### config.mk
export PLATFORM = sky130hd
export DESIGN_NAME = cct_out_queue
export DESIGN_NICKNAME = d
export VERILOG_FILES = /design/src/design/cct_pkg.sv /design/src/design/cct_out_queue.sv
export SDC_FILE = /design/constraint.sdc
export NUM_CORES = 1
export LEC_CHECK = 0
export BUFFER_PORTS_ARGS = -buffer_cell sky130_fd_sc_hd__buf_2
export CORE_UTILIZATION = 50
export DETAILED_ROUTE_END_ITERATION = 12
export PLACE_DENSITY = 0.79
export SKIP_CTS_REPAIR_TIMING = 1
export SLEW_MARGIN = 30
export SYNTH_ARGS = -nofsm -noshare
export SYNTH_HDL_FRONTEND = slang
export SYNTH_SLANG_ARGS = --single-unit
### constraint.sdc
create_clock -name clock -period 9.3 [get_ports clock]
set_input_delay 1.395 -clock clock [delete_from_list [all_inputs] [get_ports clock]]
set_output_delay 1.395 -clock clock [all_outputs]
set_load 0.05 [all_outputs]
### src/design/cct_pkg.sv
// ----------------------------------------------------------------------------
// cct_pkg
// Shared types and codes for the character class tokenizer: request and
// response payloads, character classes, run states and result bundles.
// ----------------------------------------------------------------------------
package cct_pkg;

   localparam int MAX_RESULTS = 3;

   localparam logic OP_CHAR = 1'b0;
   localparam logic OP_LOAD = 1'b1;

   localparam logic [1:0] KIND_REGULAR = 2'd0;
   localparam logic [1:0] KIND_DELIM   = 2'd1;
   localparam logic [1:0] KIND_MARKER  = 2'd2;

   typedef enum logic [1:0] {
      CT_REGULAR = 2'd0,
      CT_DELIM   = 2'd1,
      CT_SPACE   = 2'd2,
      CT_UNITE   = 2'd3
   } char_class_type;

   typedef enum logic [1:0] {
      RUN_NONE    = 2'd0,
      RUN_REGULAR = 2'd1,
      RUN_DELIM   = 2'd2
   } run_type;

   typedef struct packed {
      logic        opcode;
      logic [15:0] char_code;
      logic [1:0]  char_type;
      logic        end_of_string;
   } req_type;

   typedef struct packed {
      logic [15:0] term_char;
      logic [1:0]  term_kind;
      logic [15:0] word_offset;
      logic        term_last;
      logic        last;
   } rsp_type;

   typedef struct packed {
      logic        rd_en;
      logic        wr_en;
      logic [15:0] code;
      logic [1:0]  ctype;
   } tbl_req_type;

   typedef struct packed {
      rsp_type [MAX_RESULTS-1:0] res;
      logic [1:0]                count;
   } bundle_type;

endpackage

### src/design/cct_out_queue.sv
// ----------------------------------------------------------------------------
// cct_out_queue
// Result bundle register: holds the results of one request and sends them
// one per cycle on the response channel while rsp_stall is low.
// ----------------------------------------------------------------------------
module cct_out_queue (
   input  logic                clock,
   input  logic                reset,
   input  logic                push,
   input  cct_pkg::bundle_type bundle,
   output logic                out_free,
   output logic                rsp_valid,
   input  logic                rsp_stall,
   output cct_pkg::rsp_type    rsp_payload
);

   cct_pkg::bundle_type bun_ff, bun_in;
   logic                send;

   assign rsp_valid   = (bun_ff.count != 2'd0);
   assign rsp_payload = bun_ff.res[0];
   assign send        = rsp_valid && !rsp_stall;
   assign out_free    = (bun_ff.count == 2'd0) || ((bun_ff.count == 2'd1) && send);

   always_comb begin
      bun_in = bun_ff;
      if (push) begin
         bun_in = bundle;
      end else if (send) begin
         bun_in.res[0] = bun_ff.res[1];
         bun_in.res[1] = bun_ff.res[2];
         bun_in.res[2] = '0;
         bun_in.count  = bun_ff.count - 2'd1;
      end
   end

   always_ff @(posedge clock) begin
      if (reset) begin
         bun_ff.count <= 2'd0;
      end else begin
         bun_ff.count <= bun_in.count;
      end
      bun_ff.res <= bun_in.res;
   end

   assert property (@(posedge clock) disable iff (reset)
      push |-> out_free)
      else $error("bundle pushed while results still pending");

   assert property (@(posedge clock) disable iff (reset)
      rsp_valid |-> (bun_ff.res[0].last == (bun_ff.count == 2'd1)))
      else $error("last flag out of step with pending count");

endmodule

-- Word level (Yosys, flattened, before mapping)
Index checks and enable logic that the tools add are counted.
- register bits after elaboration: 110
- bits in latches: 0
- memory bits (writable): 0
- memory bits (read-only): 0
- input port bits: 114
- output and inout port bits: 38
- logic and storage cells: 27
- memories kept: 0
- add/sub/neg operators: 1
- multipliers: 0
- divide/modulo/power cells: 0
- magnitude comparators: 0
- eq/ne operators: 1
- shifts and indexed selects: 0
- muxes and demuxes: 2
- bitwise gates (word level): 0
- reduce and logical (&&, ||, !) cells: 7
- operators by type and width (operator ; count):
    110-bit two-way mux ; 2
    2-bit nonzero test ; 2
    2-bit by 1-bit equality test with 1-bit output, second input constant ; 1
    1-bit logical AND ; 2
    2-bit logical NOT ; 1
    2-bit by 1-bit subtractor with 2-bit output, second input constant ; 1
    1-bit logical NOT ; 1
    1-bit logical OR ; 1

-- Longest topological paths before layout
- depth after elaboration: 4
- gate-level depth with buffers: 5
- depth with buffers taken out: 5

-- Least setup slack after synthesis
No wires, ideal clock.
- path type: input -> register
- start point: input rsp_stall
- end point: register bun_ff[100] in the netlist's numbering (enable)
- library setup time: 597 ps
- arrival: 6381 ps
- data required time: 8703 ps
- path slack: 2323 ps
- cell stages on the path: 1
- path buffers: 0
- cell sequence: o21bai_1
- word-level cells in the longest chain between the ends: 3
- RTL lines (item ; line ; RTL):
    start, declared ; cct_out_queue.sv:13 ; input logic rsp_stall,
    1-bit logical NOT ; cct_out_queue.sv:22 ; assign send = rsp_valid && !rsp_stall;
    1-bit logical AND ; cct_out_queue.sv:22 ;
    2-bit nonzero test (no line) ; n/a ;
    end, declared ; cct_out_queue.sv:17 ; cct_pkg::bundle_type bun_ff, bun_in;
No other way between the ends.
A chain may end at the register's enable or synchronous reset.

-- Worst setup path after layout
- start point: input rsp_stall
- end point: output out_free
- word-level cells in the longest chain between the ends: 4
- RTL lines (item ; line ; RTL):
    1-bit logical NOT ; cct_out_queue.sv:22 ;
    1-bit logical AND ; cct_out_queue.sv:22 ;
    1-bit logical AND ; cct_out_queue.sv:23 ; assign out_free = (bun_ff.count == 2'd0) || ((bun_ff.count == 2'd1) && send);
    1-bit logical OR ; cct_out_queue.sv:23 ;
    end, declared ; cct_out_queue.sv:11 ; output logic out_free,
No other way between the ends.

==> summary.txt <==
Run status
  • Status: complete, no violations

Critical path
  • Arrival @ worst endpoint: between 1500 and 2000 ps
  • WP data required: ~7900 ps
  • CP max-delay cell: buf_2
  • Crit-path most repeated cell: buf_2
  • WS Path Type: input port to primary output
  • Max Fanout on Critical Path: 5
  • Crit. End Element: primary output
  • Worst-path cell chain: buf_2 > inv_1 > a21o_1 > buf_2
  • Crit start category: input port
  • Reg2Reg Setup Slack: between 6000 and 7000 ps
  • Worst path max stage delay: ~250 ps

Placed design
  • Final Wtd Congestion: around 0.78
  • Area post-placement: ~0.0054 sq mm
  • Post-Place Cells: roughly 520
  • Port Buffer Count: about 150
  • Half-perimeter wire length after placement: between 5000 and 6000 um

STA
  • RSZ-0062 raised after global routing: false
  • Actual slew at the worst max-slew pin: 849 ps
  • Final setup violation count: 0
  • Hold Vio Cnt, Final: 0
  • Max Clock Skew: between 10 and 15 ps
  • TNS Setup: 0 ps
  • Slew Viols, Final: 0
  • Fmax: between 200 and 300 MHz
  • Final critical-path share of the clock period: 36.0%
  • Rel. slew slack: around 43%
  • WHS: approximately 550 ps
  • Final min period: roughly 3400 ps

Floorplanning
  • # rows: 35
  • Die height: between 90 and 100 um
  • Die area: just under 0.01 sq mm
  • Core Area: between 0.009 and 0.01 sq mm
  • Die X: between 90 and 100 um
  • Ports: approximately 150
  • Initial Utilization: 51.6%

Final layout
  • Share of layout cells above drive strength 1: between 50% and 60%
  • Area of the multi-input gates: roughly 0.0011 sq mm
  • Area grow syn2layout: 17.8%
  • Nets: ~520
  • Filler Cells Inserted: between 700 and 800
  • Sequential cell area: approximately 0.0033 sq mm
  • Diode count: 0
  • Finished Cell Area: around 0.0056 sq mm
  • Fin cells: 535

Yosys
  • Post-synthesis mux area share: approximately 17%
  • Syn Nets: 400
  • Unique cell type count in the Yosys netlist: 19
  • Synth Area in Compound Gates: 0.998%
  • Post-synth top area cell: edfxtp_1
  • Sequential area share after synthesis: 68.9%
  • Post-Synth Adder-Cell Area: less than 1%
  • Xor and xnor area share after synthesis: 0%
  • FF+latch count, synth: 110
  • Main combinational cell family by area after synthesis: multiplexers
  • Post-Syn Area: between 0.004 and 0.005 sq mm
  • Yosys warnings: 0
  • Synth top area share: about two thirds
  • Simple-gate share of the synthesized area: between 5 and 6%
  • Mean post-synth cell area: 16.8 sq um
  • Mapped Cells: 284
  • Synth area leaders: edfxtp_1, mux2_2, buf_4

Run
  • MaxCap Viol Count: 0

Clocking
  • Clock Sinks: 110
  • H-tree depth: 3
  • TritonCTS clock tree: yes
  • Clk Latency, worst-skew pair: 360 ps
  • Num CTS Buffers: 9
  • Clk root buf: clkbuf_8
  • Clock transition at the registers of the reported paths: 100 ps
  • Clk buf depth: 2

Global route
  • Total track usage: about 16%
  • Vias in the first global route: approximately 2500
  • Antenna violations before repair: 0
  • Global route total overflow: 0
  • Largest net degree at the start of global routing: 70
  • First-pass GRT wire length: ~12000 um

Power
  • Static Leak: 2.28 nW
  • Maximum VDD drop: ~0.077 mV
  • Pwr per Cell Area: ~190 mW/mm^2
  • Power, Total: 1.07 mW

Detailed routing
  • DR vias/cell: between 4 and 5
  • DR pass1 iterations: 4
  • Detailed Route Iter0 Violations: 67
  • DR WL/cell: around 14 um
  • Drt drc: 0
  • Routed Antenna Nets: 0
  • Via count: roughly 2500
  • Total wire length: about 7600 um

Min path
  • Worst min path class: flop to flop
## cell usage after synthesis (all sizes together)
master,instances
and2,36
or3,1
ha,2
a31oi,1
mux2,72
o21bai,1
a21o,2
a211o,1
nand2,2
dfxtp,2
buf,44
or4,1
inv,4
o21ai,1
edfxtp,108
a21oi,1
clkbuf,5
## cell usage in the layout (no fill, tap or decap), types with 2 or more instances in the layout
master | netlist | final
inv_6 | 0 | 2
buf_2 | 5 | 150
dfxtp_1 | 2 | 2
ha_1 | 2 | 2
mux2_2 | 72 | 72
and2_1 | 36 | 36
a21o_1 | 2 | 2
inv_1 | 4 | 4
clkbuf_8 | 0 | 9
nand2_1 | 2 | 2
buf_4 | 39 | 3
edfxtp_1 | 108 | 108
## sequential cells by signal (all words and copies together), names as in the netlist
| signal | count |
|---|---|
| bun_ff | 74 |
| rsp_payload | 36 |
## per-layer routing
metal	vias to the layer above	track usage, %	share of wire, %
li1	1234	-	-
met1	1191	18.6	40
met4	0	8.48	3.6
met2	95	26.3	50
met5	-	0	0
met3	23	4.22	5.8
## power by group
| group | total (mW) | leakage, nW | internal, mW | switching (mW) |
|---|---|---|---|---|
| clock | 0.285 | 0.0976 | 0.126 | 0.159 |
| combinational | 0.170 | 1.07 | 0.0633 | 0.106 |
| sequential | 0.613 | 1.11 | 0.602 | 0.0110 |
## through the flow
| stage | utilization (%) | worst slack (ps) |
|---|---|---|
| CTS | 60.7 | 5950 |
| global route | 60.7 | 5920 |
| floorplan | - | 2320 |
| detailed placement | 58.6 | 5680 |
| global placement | 58.2 | 5650 |
| finish | 60.7 | 5950 |
## final cells by class
cell class,count,area share [%]
well taps,129,2.88
clock inverters,7,1.29
repair buffers,155,14.5
inverters,4,0.267
flip-flops and latches,110,58.5
clock buffers,9,2.21
multi-input cells,121,20.3
## critical path, delay by kind of cell
kind            cells  cell delay, ps
compound gates      1             100
buf+inv             3             460
## logic make-up after synthesis
family | after synthesis
flip-flops | 110
adder cells (fa/ha/maj) | 2
buffers and inverters | 53
AO/OA/AOI/OAI | 7
AND/OR/NAND/NOR | 40
multiplexers | 72
## worst paths after layout
path,to,cells after the start,from
setup reg to reg,bun_ff[86],6,bun_ff[0]
setup / recovery,out_free,4,rsp_stall
hold reg to reg,rsp_payload[18],1,bun_ff[56]
hold / removal,rsp_payload[18],1,bun_ff[56]
Note: power is estimated with default switching activity, not from simulation.
