**src/design/cct_pkg.sv**
```systemverilog
// ----------------------------------------------------------------------------
// cct_pkg
// Shared types and codes for the character class tokenizer: request and
// response payloads, character classes, run states and result bundles.
// ----------------------------------------------------------------------------
package cct_pkg;

   localparam int MAX_RESULTS = 3;

   localparam logic OP_CHAR = 1'b0;
   localparam logic OP_LOAD = 1'b1;

   localparam logic [1:0] KIND_REGULAR = 2'd0;
   localparam logic [1:0] KIND_DELIM   = 2'd1;
   localparam logic [1:0] KIND_MARKER  = 2'd2;

   typedef enum logic [1:0] {
      CT_REGULAR = 2'd0,
      CT_DELIM   = 2'd1,
      CT_SPACE   = 2'd2,
      CT_UNITE   = 2'd3
   } char_class_type;

   typedef enum logic [1:0] {
      RUN_NONE    = 2'd0,
      RUN_REGULAR = 2'd1,
      RUN_DELIM   = 2'd2
   } run_type;

   typedef struct packed {
      logic        opcode;
      logic [15:0] char_code;
      logic [1:0]  char_type;
      logic        end_of_string;
   } req_type;

   typedef struct packed {
      logic [15:0] term_char;
      logic [1:0]  term_kind;
      logic [15:0] word_offset;
      logic        term_last;
      logic        last;
   } rsp_type;

   typedef struct packed {
      logic        rd_en;
      logic        wr_en;
      logic [15:0] code;
      logic [1:0]  ctype;
   } tbl_req_type;

   typedef struct packed {
      rsp_type [MAX_RESULTS-1:0] res;
      logic [1:0]                count;
   } bundle_type;

endpackage

```
**src/design/cct_engine.sv**
```systemverilog
// ----------------------------------------------------------------------------
// cct_engine
// Term tracking: takes the looked-up class of each character, updates the
// held character, run state and word count, and builds the result bundle.
// ----------------------------------------------------------------------------
module cct_engine #(
   parameter int OFFSET_BITS = 16
) (
   input  logic                    clock,
   input  logic                    reset,
   input  logic                    mode,
   input  logic                    char_accept,
   input  logic [15:0]             char_code,
   input  logic                    end_of_string,
   input  cct_pkg::char_class_type tbl_type,
   input  logic                    out_free,
   output logic                    push,
   output cct_pkg::bundle_type     bundle,
   output logic                    stall
);

   logic                   s1_valid_ff, s1_valid_in;
   logic [15:0]            s1_char_ff, s1_char_in;
   logic                   s1_eos_ff, s1_eos_in;

   logic [15:0]            held_char_ff, held_char_in;
   logic                   held_valid_ff, held_valid_in;
   logic                   held_kind_ff, held_kind_in;
   cct_pkg::run_type       run_ff, run_in;
   logic [OFFSET_BITS-1:0] count_ff, count_in;
   logic                   pwd_ff, pwd_in;

   logic                   advance;
   logic                   do_close;
   logic                   do_hold;
   logic                   hold_kind;
   cct_pkg::run_type       run_next;
   logic [1:0]             n;

   assign advance = s1_valid_ff && ((bundle.count == 2'd0) || out_free);
   assign push    = advance && (bundle.count != 2'd0);
   assign stall   = s1_valid_ff && !advance;

   always_comb begin
      do_close  = 1'b0;
      do_hold   = 1'b0;
      hold_kind = 1'b0;
      run_next  = cct_pkg::RUN_NONE;
      unique case (tbl_type)
         cct_pkg::CT_REGULAR, cct_pkg::CT_UNITE: begin
            do_close = (run_ff != cct_pkg::RUN_REGULAR);
            do_hold  = (tbl_type == cct_pkg::CT_REGULAR);
            run_next = cct_pkg::RUN_REGULAR;
         end
         cct_pkg::CT_SPACE: begin
            do_close = 1'b1;
         end
         cct_pkg::CT_DELIM: begin
            do_close  = mode || (run_ff != cct_pkg::RUN_DELIM);
            do_hold   = !mode;
            hold_kind = 1'b1;
            run_next  = mode ? cct_pkg::RUN_NONE : cct_pkg::RUN_DELIM;
         end
      endcase
   end

   always_comb begin
      held_char_in  = held_char_ff;
      held_valid_in = held_valid_ff;
      held_kind_in  = held_kind_ff;
      count_in      = count_ff;
      pwd_in        = pwd_ff;
      bundle        = '0;
      n             = 2'd0;

      if (mode) begin
         if (pwd_in && (tbl_type != cct_pkg::CT_DELIM) && (count_in != '1)) begin
            count_in = count_in + OFFSET_BITS'(1);
         end
         pwd_in = (tbl_type == cct_pkg::CT_DELIM);
      end else begin
         pwd_in = 1'b0;
      end

      if (do_close) begin
         if (held_valid_in) begin
            bundle.res[n].term_char   = held_char_in;
            bundle.res[n].term_kind   = {1'b0, held_kind_in};
            bundle.res[n].word_offset = 16'(32'(count_in));
            bundle.res[n].term_last   = 1'b1;
            n = n + 2'd1;
            if (count_in != '1) begin
               count_in = count_in + OFFSET_BITS'(1);
            end
         end
         held_valid_in = 1'b0;
      end

      if (do_hold) begin
         if (held_valid_in) begin
            bundle.res[n].term_char   = held_char_in;
            bundle.res[n].term_kind   = {1'b0, held_kind_in};
            bundle.res[n].word_offset = 16'(32'(count_in));
            bundle.res[n].term_last   = 1'b0;
            n = n + 2'd1;
         end
         held_char_in  = s1_char_ff;
         held_kind_in  = hold_kind;
         held_valid_in = 1'b1;
      end

      run_in = run_next;

      if (s1_eos_ff) begin
         if (held_valid_in) begin
            bundle.res[n].term_char   = held_char_in;
            bundle.res[n].term_kind   = {1'b0, held_kind_in};
            bundle.res[n].word_offset = 16'(32'(count_in));
            bundle.res[n].term_last   = 1'b1;
            n = n + 2'd1;
            if (count_in != '1) begin
               count_in = count_in + OFFSET_BITS'(1);
            end
         end
         bundle.res[n].term_char   = 16'd0;
         bundle.res[n].term_kind   = cct_pkg::KIND_MARKER;
         bundle.res[n].word_offset = 16'(32'(count_in));
         bundle.res[n].term_last   = 1'b0;
         n = n + 2'd1;
         held_char_in  = 16'd0;
         held_valid_in = 1'b0;
         held_kind_in  = 1'b0;
         run_in        = cct_pkg::RUN_NONE;
         count_in      = '0;
         pwd_in        = 1'b0;
      end

      if (n != 2'd0) begin
         bundle.res[n - 2'd1].last = 1'b1;
      end
      bundle.count = n;
   end

   always_comb begin
      s1_valid_in = s1_valid_ff && !advance;
      s1_char_in  = s1_char_ff;
      s1_eos_in   = s1_eos_ff;
      if (char_accept) begin
         s1_valid_in = 1'b1;
         s1_char_in  = char_code;
         s1_eos_in   = end_of_string;
      end
   end

   always_ff @(posedge clock) begin
      if (reset) begin
         s1_valid_ff <= 1'b0;
      end else begin
         s1_valid_ff <= s1_valid_in;
      end
      s1_char_ff <= s1_char_in;
      s1_eos_ff  <= s1_eos_in;
   end

   always_ff @(posedge clock) begin
      if (reset) begin
         held_char_ff  <= 16'd0;
         held_valid_ff <= 1'b0;
         held_kind_ff  <= 1'b0;
         run_ff        <= cct_pkg::RUN_NONE;
         count_ff      <= '0;
         pwd_ff        <= 1'b0;
      end else if (advance) begin
         held_char_ff  <= held_char_in;
         held_valid_ff <= held_valid_in;
         held_kind_ff  <= held_kind_in;
         run_ff        <= run_in;
         count_ff      <= count_in;
         pwd_ff        <= pwd_in;
      end
   end

   assert property (@(posedge clock) disable iff (reset)
      (advance && s1_eos_ff) |=> (!held_valid_ff && (count_ff == '0)
                                  && (run_ff == cct_pkg::RUN_NONE)))
      else $error("stream state not cleared at end of string");

   assert property (@(posedge clock) disable iff (reset)
      char_accept |-> !stall)
      else $error("request taken while engine stage blocked");

endmodule

```
**config.mk**
```make
export PLATFORM = sky130hd
export DESIGN_NAME = cct_engine
export DESIGN_NICKNAME = d
export VERILOG_FILES = /design/src/design/cct_pkg.sv /design/src/design/cct_engine.sv
export SDC_FILE = /design/constraint.sdc
export NUM_CORES = 1
export LEC_CHECK = 0
export BUFFER_PORTS_ARGS = -buffer_cell sky130_fd_sc_hd__buf_2
export CAP_MARGIN = 10
export CORE_MARGIN = 1.5
export CORE_UTILIZATION = 35
export DETAILED_ROUTE_END_ITERATION = 10
export PLACE_DENSITY_LB_ADDON = 0.15
export SYNTH_ARGS = -nofsm -noshare
export SYNTH_HDL_FRONTEND = slang
export SYNTH_SLANG_ARGS = --single-unit
```
**constraint.sdc**
```tcl
create_clock -name clock -period 17 [get_ports clock]
set_input_delay 1.7 -clock clock [delete_from_list [all_inputs] [get_ports clock]]
set_output_delay 1.7 -clock clock [all_outputs]
set_load 0.005 [all_outputs]
```
# == Word-level counts from Yosys, hierarchy flattened ==
# Index checks and enable logic that the tools add are counted.
# totals
ff_bits,55
output_inout_bits,112
# op_classes
add_sub_neg,7
order_cmp,8
n_eq_ne,9
muxes,79
n_reduce_logical,17
# op_table
op,n
bitwise mux 108 bit,13
demux 36 bit (select 2 bit),13
2-to-1 mux 108 bit,6
2-to-1 mux 16 bit,11
2-to-1 mux 36 bit,3
2-to-1 mux 35 bit,2
2-to-1 mux 20 bit,3
2-to-1 mux 18 bit,3
adder 16 x 1 -> 16 bit (second input constant),3
inequality test 16 bit (second input constant),3
2-to-1 mux 2 bit,10
< comparator 2 x 3 -> 1 bit (second input constant),4
2-to-1 mux 1 bit,12
logical AND 1 bit,9
greater-or-equal comparator 2 x 1 -> 1 bit (second input constant),4
adder 2 x 1 -> 2 bit (second input constant),3
== test 2 bit (second input constant),2
zero test 2 bit,2
inequality test 2 x 1 -> 1 bit (second input constant),2
one-hot mux 2 bit (2 select lines),1
one-hot mux 1 bit (3 select lines),1
== test 2 x 1 -> 1 bit (second input constant),1
zero test 1 bit,2
logical OR 1 bit,2
5 further kinds,5

# == Longest topological paths before layout ==
# Gate-level depths: netlist of the first run.
# logic_depth
ltp_word,27
depth_mapped,22
ltp_nobuf,21

# == Least setup slack after synthesis of the first run ==
# OpenSTA, ideal clock, no wires.
# synth_path
path_kind,in2out
start,in tbl_type[1]
end,out bundle[16] (netlist name)
t_arrival_ns,5.913
setup_slack_ns,9.387
stages,21
path_buffers,2
path_cell_list,inv_1 > ha_1 > nand3b_1 > nor2_1 > xnor2_1 > inv_1 > ha_1 > inv_1 > a21oi_1 > and3_1 > buf_4 > and3_1 > buf_4 > a21oi_1 > xnor2_1 > ha_1 > nand2_1 > nor4_1 > or4b_1 > a31oi_1 > o21ai_0
# synth_rtl
element,line_no,rtl
"start, declared",cct_engine.sv:15,"input cct_pkg::char_class_type tbl_type,"
"end, declared",cct_engine.sv:18,"output cct_pkg::bundle_type bundle,"

==> flow_metrics.env, run 1 <==
export IMPL_synth_cells=741
export IMPL_clockBufferDepth=2
export IMPL_clkTransAtPathRegs_ns=0.07
export IMPL_crit_path_start="tbl_type[1]"
export IMPL_clock_sinks=55
export IMPL_ctsResizeCount=0
export IMPL_slew_headroom_pct=30.96
export IMPL_finalCriticalPeriod_ns=9.116
export IMPL_start_util_pct=35.72
export IMPL_whs_ns=0.4677
export IMPL_port_buffers=135
export IMPL_slew_viol_final=0
export IMPL_place_ws_ns=7.999
export IMPL_timing_fmax_ghz=0.1097
export IMPL_r2r_slack_ns=12.04
export IMPL_setup_violations=0
export IMPL_clk_latency_ns=0.30
export IMPL_r2r_start="count_ff[0]$_SDFFE_PP0P_"
export IMPL_root_buffer="clkbuf_16"
export IMPL_final_util_pct=41.91
export IMPL_rows=45
export IMPL_cts_setup_buffers=0
export IMPL_powerDensity_nw_per_um2=46.84
export IMPL_critPathLaunchType="input pin"
export IMPL_irDropWorstVdd_mv=0.03955
export IMPL_io_pins=136
export IMPL_grt_remaining_overflow=0
export IMPL_viasPerCell=5.924
export IMPL_combinationalPowerShare_pct=16.8
export IMPL_drt_iter0_markers=475
export IMPL_hold_class="reg2reg"
export IMPL_p_leak_nw=2.518
export IMPL_skew_ns=0.004609
export IMPL_synth_area_leaders="dfxtp_1 (14%), edfxtp_1 (9.4%), nor2_1 (8.8%), a22oi_1 (5.9%), a21oi_1 (5.2%)"
export IMPL_rsz0062_at_grt="false"
export IMPL_synth_most_common_cell="nor2_1"
export IMPL_multi_input_area_um2=3852
export IMPL_synth_top_area_cell="dfxtp_1"
export IMPL_die_area_um2=16270
export IMPL_numCtsBuffers=5
export IMPL_synth_top_flop_cell="dfxtp_1"
export IMPL_finalWorstSetupSlack_ns=7.884
export IMPL_intPower_mw=0.2109
export IMPL_cts_tree="yes"
export IMPL_seq_area_um2=1271
export IMPL_async_flop_share_pct=0
export IMPL_dp_hpwl_um=14400
export IMPL_wl_per_cell_um=18.48
export IMPL_cts_hold_buf=0
export IMPL_tightestPinTransition_ns=1.029
export IMPL_fp_dieW_um=127.6
export IMPL_p_total_mw=0.2984
export IMPL_ys_seq_area_share_pct=23.41
export IMPL_swShare_pct=29.34
export IMPL_endpoint_kind="output pin"
export IMPL_setup_worst_path_end="bundle[11]"
export IMPL_sequentialPowerShare_pct=47.9
export IMPL_synth_warnings=0
export IMPL_ant_nets=0
export IMPL_grt_usage_pct=23.29
export IMPL_mappedNetlistNets=778
export IMPL_totalWireLength_um=19110
export IMPL_arrival_ns=7.42
export IMPL_firstDrtPassIters=5
export IMPL_ys_seq_elements=55
export IMPL_maxCapViolations=0
export IMPL_antenna_found_initial=0
export IMPL_vias=6125
export IMPL_antenna_cells=0
export IMPL_area_growth_pct=17.33
export IMPL_syn_mean_instance_area_um2=7.328
export IMPL_net_switching_power_mw=0.08754
export IMPL_htreeDepth=2
export IMPL_yosysTopAreaCellShare_pct=14.01
export IMPL_period_share_pct=53.63
export IMPL_hold_viol_final=0
export IMPL_num_fill_cells=1598
export IMPL_netlist_area_um2=5430
export IMPL_core_um2=15200
export IMPL_yosys_top_cells_count="nor2_1 (128), a21oi_1 (56), nand2_1 (49)"
export IMPL_cp_required_ns=15.30
export IMPL_gp_congestion=0.9200
export IMPL_status="completed"
export IMPL_reg2reg_depth=17
export IMPL_clkPwrFrac_pct=35.4
export IMPL_grt_pass1_vias=5841
export IMPL_worstSetupPathType="in2out"
export IMPL_synth_cell_types=87
export IMPL_final_nets=882
export IMPL_crit_fanout=13
export IMPL_fin_tns_setup_ns=0
export IMPL_r2r_end="count_ff[5]$_SDFFE_PP0P_"
export IMPL_grt_max_degree=39
export IMPL_synth_edf_count=17
export IMPL_drc=0
export IMPL_drive_above_1_share_pct=22.46
export IMPL_die_y_um=127.6
export IMPL_grt_pass1_wl_um=30220
==> layout make-up <==
class,instances,area share [%]
multi-input combinational,609,60.47
sequential,55,19.95
timing repair buffer,147,12.02
tap,188,3.692
clock buffer,5,1.964
inverter,27,1.591
clock inverter,3,0.3142
==> worst min-delay path by stage <==
stage                     depth (start not counted)                  end                start  slack [ns]
final                                             2  pwd_ff$_SDFFE_PP0P_  pwd_ff$_SDFFE_PP0P_        0.47
after CTS                                         2  pwd_ff$_SDFFE_PP0P_  pwd_ff$_SDFFE_PP0P_        0.47
after global placement                            2  pwd_ff$_SDFFE_PP0P_  pwd_ff$_SDFFE_PP0P_        0.46
after global routing                              2  pwd_ff$_SDFFE_PP0P_  pwd_ff$_SDFFE_PP0P_        0.50
after detailed placement                          2  pwd_ff$_SDFFE_PP0P_  pwd_ff$_SDFFE_PP0P_        0.46
after floorplan                                   2  pwd_ff$_SDFFE_PP0P_  pwd_ff$_SDFFE_PP0P_        0.44
==> metal layers <==
metal,track usage [%],part of all wire [%]
met5,0,0
met4,10.56,3.5
met3,3.685,5.8
met2,40.16,48
met1,28.53,43
==> worst max-delay path: stages <==
cell      delay, ns
buf_2          0.13
inv_1          0.05
ha_1           0.26
and3b_1        0.47
nand3_1        0.25
or4_1          0.49
a22oi_1        0.52
nand3_1        0.24
o21ai_1        0.55
o21ai_0        0.31
inv_1          0.19
ha_1           0.28
nand4b_1       0.46
o31ai_2        0.99
o21ai_1        0.15
a22oi_1        0.22
buf_2          0.15
==> power groups by stage <==
stage	sequential, mW	clock (mW)	combinational [mW]
global route	0.144	0.113	0.0552
global placement	0.146	0	0.0493
CTS	0.143	0.109	0.0503
finish	0.143	0.106	0.0501
detailed placement	0.146	0	0.0501
floorplan	0.145	0	0.0316
==> sequential cells by signal, summed over array words and instances (netlist names) <==
name,cells
held_char_ff,16
s1_valid_ff,1
pwd_ff,1
run_ff,2
held_kind_ff,1
s1_eos_ff,1
held_valid_ff,1
count_ff,16
s1_char_ff,16
==> layout by cell type, fill, tap and decap left out, types with 4 or more instances in the layout <==
master,instances
xnor2_1,14
and3_1,11
mux2_2,6
xor2_1,7
clkinv_1,4
mux2i_1,26
buf_2,135
and2_1,12
or4_1,4
o211ai_1,8
a31oi_1,14
o21ai_1,7
a21oi_1,56
o31ai_1,5
nand2_1,49
or3_1,6
clkbuf_16,5
nor3_1,28
buf_4,12
edfxtp_1,17
nand3_1,22
o21ai_0,26
inv_1,23
nor4_1,5
nand4_1,9
nand3b_1,4
a22oi_1,43
ha_1,12
o22ai_1,18
nor2b_1,7
nor2_1,128
dfxtp_1,38
a21o_1,4
==> cells by family after synthesis <==
kind of cell               Yosys count  synth area share (%)
and+or+nand+nor                    311                 28.32
muxes                               32                 6.037
adders and majority gates           13                 3.134
buffers and inverters               77                 5.968
xor gates and xnor gates            21                 3.387
AOI/OAI and AO/OA                  232                 29.75
DFF                                 55                 23.41
==> per-stage QoR <==
step                instances  cell area, µm²
floorplan                 741            5430
global placement         1026            6226
detailed placement       1026            6226
CTS                      1034            6371
global route             1034            6371
finish                   1034            6371
Power figures use the tool's default switching activity.
==> run 2, diff against run 1 <==
==> constraint.sdc (replaced) <==
create_clock -name clock -period 8.9 [get_ports clock]
set_input_delay 0.89 -clock clock [delete_from_list [all_inputs] [get_ports clock]]
set_output_delay 0.89 -clock clock [all_outputs]
set_load 0.005 [all_outputs]
==> run 2 against run 1 <==
Global-route usage increased by 0.077 points. Clock-buffer cell count is the same. Cell area grew 0.18%. Via count increased by 1.8%.
==> flow_metrics.env, run 2 (synthesis gave the netlist of run 1 again) <==
export IMPL_status="completed"
export IMPL_drc=0
export IMPL_grt_max_degree=39
export IMPL_irDropWorstVdd_mv=0.07976
export IMPL_firstDrtPassIters=5
export IMPL_clkTransAtPathRegs_ns=0.08
export IMPL_hold_viol_final=0
export IMPL_fin_tns_setup_ns=0
export IMPL_met3WireLength_um=992
export IMPL_placed_area_um2=6226
export IMPL_totalWireLength_um=19470
export IMPL_die_y_um=127.6
export IMPL_final_nets=882
export IMPL_root_buffer="clkbuf_16"
export IMPL_rows=45
export IMPL_vias=6237
export IMPL_wl_per_cell_um=18.83
export IMPL_fp_dieW_um=127.6
export IMPL_cp_required_ns=8.01
export IMPL_rsz0062_at_grt="false"
export IMPL_mostFrequentLayoutCells="buf_2 (135), nor2_1 (128), a21oi_1 (56), nand2_1 (49), a22oi_1 (43)"
export IMPL_grt_remaining_overflow=0
export IMPL_dp_hpwl_um=14670
export IMPL_numCtsBuffers=5
export IMPL_ant_nets=0
export IMPL_drive_above_1_share_pct=22.58
export IMPL_tightestPinTransition_ns=0.9939
export IMPL_antenna_cells=0
export IMPL_p_leak_nw=2.529
export IMPL_p_total_mw=0.5818
export IMPL_powerDensity_nw_per_um2=91.16
export IMPL_die_area_um2=16270
export IMPL_slew_headroom_pct=33.34
export IMPL_top_layer_used="met4"
export IMPL_num_fill_cells=1616
export IMPL_r2r_slack_ns=4.03
export IMPL_arrival_ns=6.72
export IMPL_clockBufferDepth=2
export IMPL_maxCapViolations=0
export IMPL_period_share_pct=85.53
export IMPL_antenna_found_initial=0
export IMPL_gp_congestion=0.9320
export IMPL_drt_iter0_markers=527
export IMPL_route_met2_wl_um=9509
export IMPL_port_buffers=135
export IMPL_area_growth_pct=17.53
export IMPL_setup_violations=0
export IMPL_mostFrequentLayoutCell="buf_2"
export IMPL_finalInstanceArea_um2=6382
export IMPL_grt_pass1_wl_um=30160
export IMPL_ctsResizeCount=0
export IMPL_whs_ns=0.4809
export IMPL_finalCriticalPeriod_ns=7.612
export IMPL_viasPerCell=6.032
export IMPL_htreeDepth=2
export IMPL_slew_viol_final=0
export IMPL_top_regs="count_ff x16, held_char_ff x16, s1_char_ff x16"
export IMPL_clock_sinks=55
export IMPL_core_um2=15200
export IMPL_timing_fmax_ghz=0.1314
export IMPL_clk_latency_ns=0.31
export IMPL_start_util_pct=35.72
export IMPL_endpoint_kind="output pin"
export IMPL_grt_usage_pct=23.37
export IMPL_io_pins=136
export IMPL_critPathLaunchType="flip-flop"
export IMPL_cts_setup_buffers=0
export IMPL_wl_met1_um=8432
export IMPL_crit_fanout=13
export IMPL_cts_hold_buf=0
export IMPL_grt_pass1_vias=5758
export IMPL_worstSetupPathType="reg2out"
export IMPL_cts_tree="yes"
export IMPL_hold_class="reg2reg"
export IMPL_skew_ns=0.01235
-- run 2: cell types whose count changed in the layout (fill, tap and decap cells not counted), sizes merged --
cell and delta:
clkinv -1, inv +2, clkinvlp -1
-- run 2: area by class of cell --
type	instances	area, µm²	share of cell area (%)
Clock buffer	5	125.1	1.960
Clock inverter	3	31.28	0.4901
Inverter	27	101.3	1.588
Multi-Input combinational cell	609	3852	60.36
Sequential cell	55	1271	19.92
Tap cell	188	235.2	3.686
Timing Repair Buffer	147	765.7	12.00
-- run 2: final timing paths --
path,from,end,cells after the start
min reg2reg,pwd_ff$_SDFFE_PP0P_,pwd_ff$_SDFFE_PP0P_,2
min,pwd_ff$_SDFFE_PP0P_,pwd_ff$_SDFFE_PP0P_,2
max reg2reg,count_ff[1]$_SDFFE_PP0P_,count_ff[5]$_SDFFE_PP0P_,17
max,count_ff[1]$_SDFFE_PP0P_,bundle[11],19
-- run 2: worst max-delay path, cell delays in order, from the launching register on --
cell and delay (ns):
dfxtp_1 0.43, ha_1 0.36, nand3_2 0.18, nor4_4 0.56, nor2_1 0.21, xnor2_1 0.42
inv_1 0.17, ha_1 0.27, inv_1 0.10, a21oi_1 0.04, and3_1 0.28, and3_1 0.25
a21oi_1 0.46, xnor2_1 0.37, ha_1 0.38, nand4b_1 0.45, o31ai_2 0.96, o21ai_1 0.16
a22oi_1 0.21, buf_2 0.15
-- run 2: per-stage QoR --
stage               setup slack, ns  cells  utilization [%]
floorplan                     2.907    741                -
global placement              1.815   1026            40.95
detailed placement            1.583   1026            40.95
CTS                           1.357   1034            41.98
global route                 0.8457   1034            41.98
finish                        1.288   1034            41.98
-- run 2: report_power, final --
group          switching (mW)  leakage (nW)  internal, mW
combinational          0.0648          1.98        0.0315
clock                   0.104        0.0778         0.109
sequential            0.00562         0.473         0.267
-- run 2: per-layer routing --
metal | global-route usage, % | vias to the layer above
met2 | 41.05 | 257
met5 | 0 | -
met4 | 9.425 | 0
met3 | 3.183 | 39
met1 | 28.79 | 2971
li1 | - | 2970
==> run 3, diff against run 2 <==
--- a/config.mk
+++ b/config.mk
@@ -5,11 +5,13 @@
 export SDC_FILE = /design/constraint.sdc
 export NUM_CORES = 1
 export LEC_CHECK = 0
+export ABC_AREA = 1
 export BUFFER_PORTS_ARGS = -buffer_cell sky130_fd_sc_hd__buf_2
 export CAP_MARGIN = 10
 export CORE_MARGIN = 1.5
 export CORE_UTILIZATION = 35
 export DETAILED_ROUTE_END_ITERATION = 10
+export GPL_TIMING_DRIVEN = 0
 export PLACE_DENSITY_LB_ADDON = 0.15
 export SYNTH_ARGS = -nofsm -noshare
 export SYNTH_HDL_FRONTEND = slang
==> constraint.sdc (replaced) <==
create_clock -name clock -period 8.9 [get_ports clock]
set_input_delay 0.89 -clock clock [delete_from_list [all_inputs] [get_ports clock]]
set_output_delay 0.89 -clock clock [all_outputs]
set_load 0.05 [all_outputs]
==> run 3 against run 2 <==
Die area is 8.2% higher. Flip-flop and latch count stayed put. Routed wire length is 5.0% higher. Setup slack better by 1.1 ns. Sequential share of layout area is 1.7 points lower. Global-route usage is 0.56 points lower. Largest power group unchanged. Highest routed layer unchanged. Cell count is 34% higher. Combinational power is 60% higher.
==> flow_metrics.env, run 3 <==
export IMPL_yosys_top_cells_count="nand2_1 (374), inv_1 (112), nor2_1 (96)"
export IMPL_crit_path_start="tbl_type[0]"
export IMPL_mappedNetlistNets=1061
export IMPL_dp_cells=1378
export IMPL_async_flop_share_pct=0
export IMPL_skew_ns=0.005820
export IMPL_grt_pass1_vias=6164
export IMPL_drive_above_1_share_pct=20.67
export IMPL_period_share_pct=72.78
export IMPL_crit_family="buffers and inverters"
export IMPL_clk_latency_ns=0.30
export IMPL_hold_viol_final=0
export IMPL_r2r_slack_ns=3.85
export IMPL_vias=6924
export IMPL_core_um2=16520
export IMPL_totalWireLength_um=20440
export IMPL_io_pins=136
export IMPL_final_instance_count_excl_fill=1386
export IMPL_synth_top_flop_cell="dfxtp_1"
export IMPL_synth_warnings=0
export IMPL_crit_fanout=10
export IMPL_cts_tree="yes"
export IMPL_grt_remaining_overflow=0
export IMPL_synth_area_leaders="nand2_1 (24%), dfxtp_1 (13%), edfxtp_1 (8.7%), inv_1 (7.1%), nand3_1 (6.6%)"
export IMPL_synth_cell_types=43
export IMPL_irDropWorstVdd_mv=0.06933
export IMPL_area_growth_pct=18.59
export IMPL_firstDrtPassIters=5
export IMPL_powerDensity_nw_per_um2=90.64
export IMPL_setup_worst_path_end="bundle[23]"
export IMPL_p_leak_nw=3.318
export IMPL_slowest_stage="nor2_1"
export IMPL_arrival_ns=5.59
export IMPL_synth_edf_count=17
export IMPL_ctsResizeCount=0
export IMPL_mostFrequentLayoutCell="nand2_1"
export IMPL_ys_seq_elements=55
export IMPL_timing_fmax_ghz=0.1544
export IMPL_fin_tns_setup_ns=0
export IMPL_worstSetupPathType="in2out"
export IMPL_num_fill_cells=1848
export IMPL_tightestPinTransition_ns=0.6577
export IMPL_antenna_found_initial=0
export IMPL_critPathLaunchType="input pin"
export IMPL_final_nets=1202
export IMPL_gp_congestion=0.8956
export IMPL_cp_num_buf_inv=7
export IMPL_grt_max_degree=19
export IMPL_yosysTopAreaCellShare_pct=23.84
export IMPL_numCtsBuffers=5
export IMPL_cts_setup_buffers=0
export IMPL_wl_per_cell_um=14.75
export IMPL_port_buffers=134
export IMPL_antenna_cells=0
export IMPL_htreeDepth=2
export IMPL_dp_hpwl_um=16170
export IMPL_drc=0
export IMPL_slew_viol_final=0
export IMPL_root_buffer="clkbuf_16"
export IMPL_clkTransAtPathRegs_ns=0.08
export IMPL_rsz0062_at_grt="false"
export IMPL_final_util_pct=42.26
export IMPL_viasPerCell=4.996
export IMPL_netlist_area_um2=5888
export IMPL_fp_dieW_um=132.7
export IMPL_grt_usage_pct=22.81
export IMPL_path_cells="buf_2 > inv_1 > ha_1 > nor2_1 > o21ai_1 > nand2_1 > nor2_1 > clkbuf_1 > ha_1 > a21oi_1 > ha_1 > nand2_1 > nor2_1 > inv_1 > clkbuf_1 > buf_1 > a21oi_1 > buf_2"
export IMPL_slew_headroom_pct=55.69
export IMPL_start_util_pct=35.63
export IMPL_reg2reg_depth=18
export IMPL_syn_mean_instance_area_um2=5.750
export IMPL_die_area_um2=17610
export IMPL_r2r_end="count_ff[3]$_SDFFE_PP0P_"
export IMPL_ys_seq_area_share_pct=21.59
export IMPL_r2r_start="run_ff[0]$_SDFFE_PP0P_"
export IMPL_finalCriticalPeriod_ns=6.478
export IMPL_drt_iter0_markers=432
export IMPL_rows=47
export IMPL_hold_class="reg2reg"
export IMPL_clockBufferDepth=2
export IMPL_synth_most_common_cell="nand2_1"
export IMPL_cts_hold_buf=0
export IMPL_status="completed"
export IMPL_cp_required_ns=8.01
export IMPL_setup_violations=0
export IMPL_synth_cells=1024
export IMPL_ant_nets=0
export IMPL_grt_pass1_wl_um=32460
export IMPL_endpoint_kind="output pin"
export IMPL_clock_sinks=55
export IMPL_worst_path_stages=18
export IMPL_die_y_um=132.7
export IMPL_p_total_mw=0.6329
export IMPL_slowest_delay_ns=0.53
export IMPL_maxCapViolations=0
export IMPL_mostFrequentLayoutCells="nand2_1 (374), buf_2 (140), inv_1 (112), nor2_1 (96), nand3_1 (78)"
export IMPL_top_regs="count_ff x16, held_char_ff x16, s1_char_ff x16"
export IMPL_synth_top_area_cell="nand2_1"
[run 3: how the worst min path moves through the flow]
stage	from	to	slack, ns	depth (start not counted)
finish	held_char_ff[13]$_SDFFE_PP0P_	held_char_ff[13]$_SDFFE_PP0P_	0.49	2
global route	held_char_ff[5]$_SDFFE_PP0P_	held_char_ff[5]$_SDFFE_PP0P_	0.51	2
detailed placement	run_ff[1]$_SDFFE_PP0P_	run_ff[1]$_SDFFE_PP0P_	0.46	2
CTS	run_ff[1]$_SDFFE_PP0P_	run_ff[1]$_SDFFE_PP0P_	0.48	2
floorplan	run_ff[1]$_SDFFE_PP0P_	run_ff[1]$_SDFFE_PP0P_	0.45	2
global placement	run_ff[1]$_SDFFE_PP0P_	run_ff[1]$_SDFFE_PP0P_	0.46	2
[run 3: layout make-up]
class	count	area (µm²)	area share (%)
Multi-Input combinational cell	803	3955	56.64
Sequential cell	55	1271	18.20
Timing Repair Buffer	134	670.6	9.604
Inverter	126	474.2	6.791
Tap cell	220	275.3	3.942
Clock buffer	5	125.1	1.792
Buffer	40	187.7	2.688
Clock inverter	3	23.77	0.3404
[run 3: kinds of logic after synthesis]
kind of cell / Yosys count / synth area share (%)
fa+ha+maj: 13 / 2.890
flops: 55 / 21.59
xor+xnor: 2 / 0.2975
simple gates: 655 / 50.83
buf+inv: 166 / 11.24
compound gates: 133 / 13.15
[run 3: power breakdown]
group          total, mW  switching (mW)  leakage, nW  internal (mW)
sequential         0.270         0.00297        0.473          0.267
clock              0.209           0.102       0.0734          0.106
combinational      0.154           0.119         2.77         0.0354
total              0.633           0.224         3.32          0.409
[run 3: worst min-delay path, cell delays in order, from the launching register on]
cell and delay [ns]:
dfxtp_1 0.33, nand2_1 0.06, a21oi_1 0.05
[run 3: per-layer routing]
layer	up-vias	track usage (%)	part of all wire, %	wire length [µm]
li1	3547	-	-	-
met3	14	2.452	4.6	944
met2	177	37.00	45	9194
met4	0	2.991	1.0	205
met1	3186	33.40	49	10090
met5	-	0	0	0
[run 3: stage by stage]
stage                     area, µm²  hold WS (ns)  setup slack [ns]
after detailed placement       6834        0.4609             2.496
after floorplan                5888        0.4453             3.136
after global routing           6983        0.5081             1.982
final                          6983        0.4855             2.422
after global placement         6834        0.4598             2.501
after CTS                      6983        0.4825             2.492
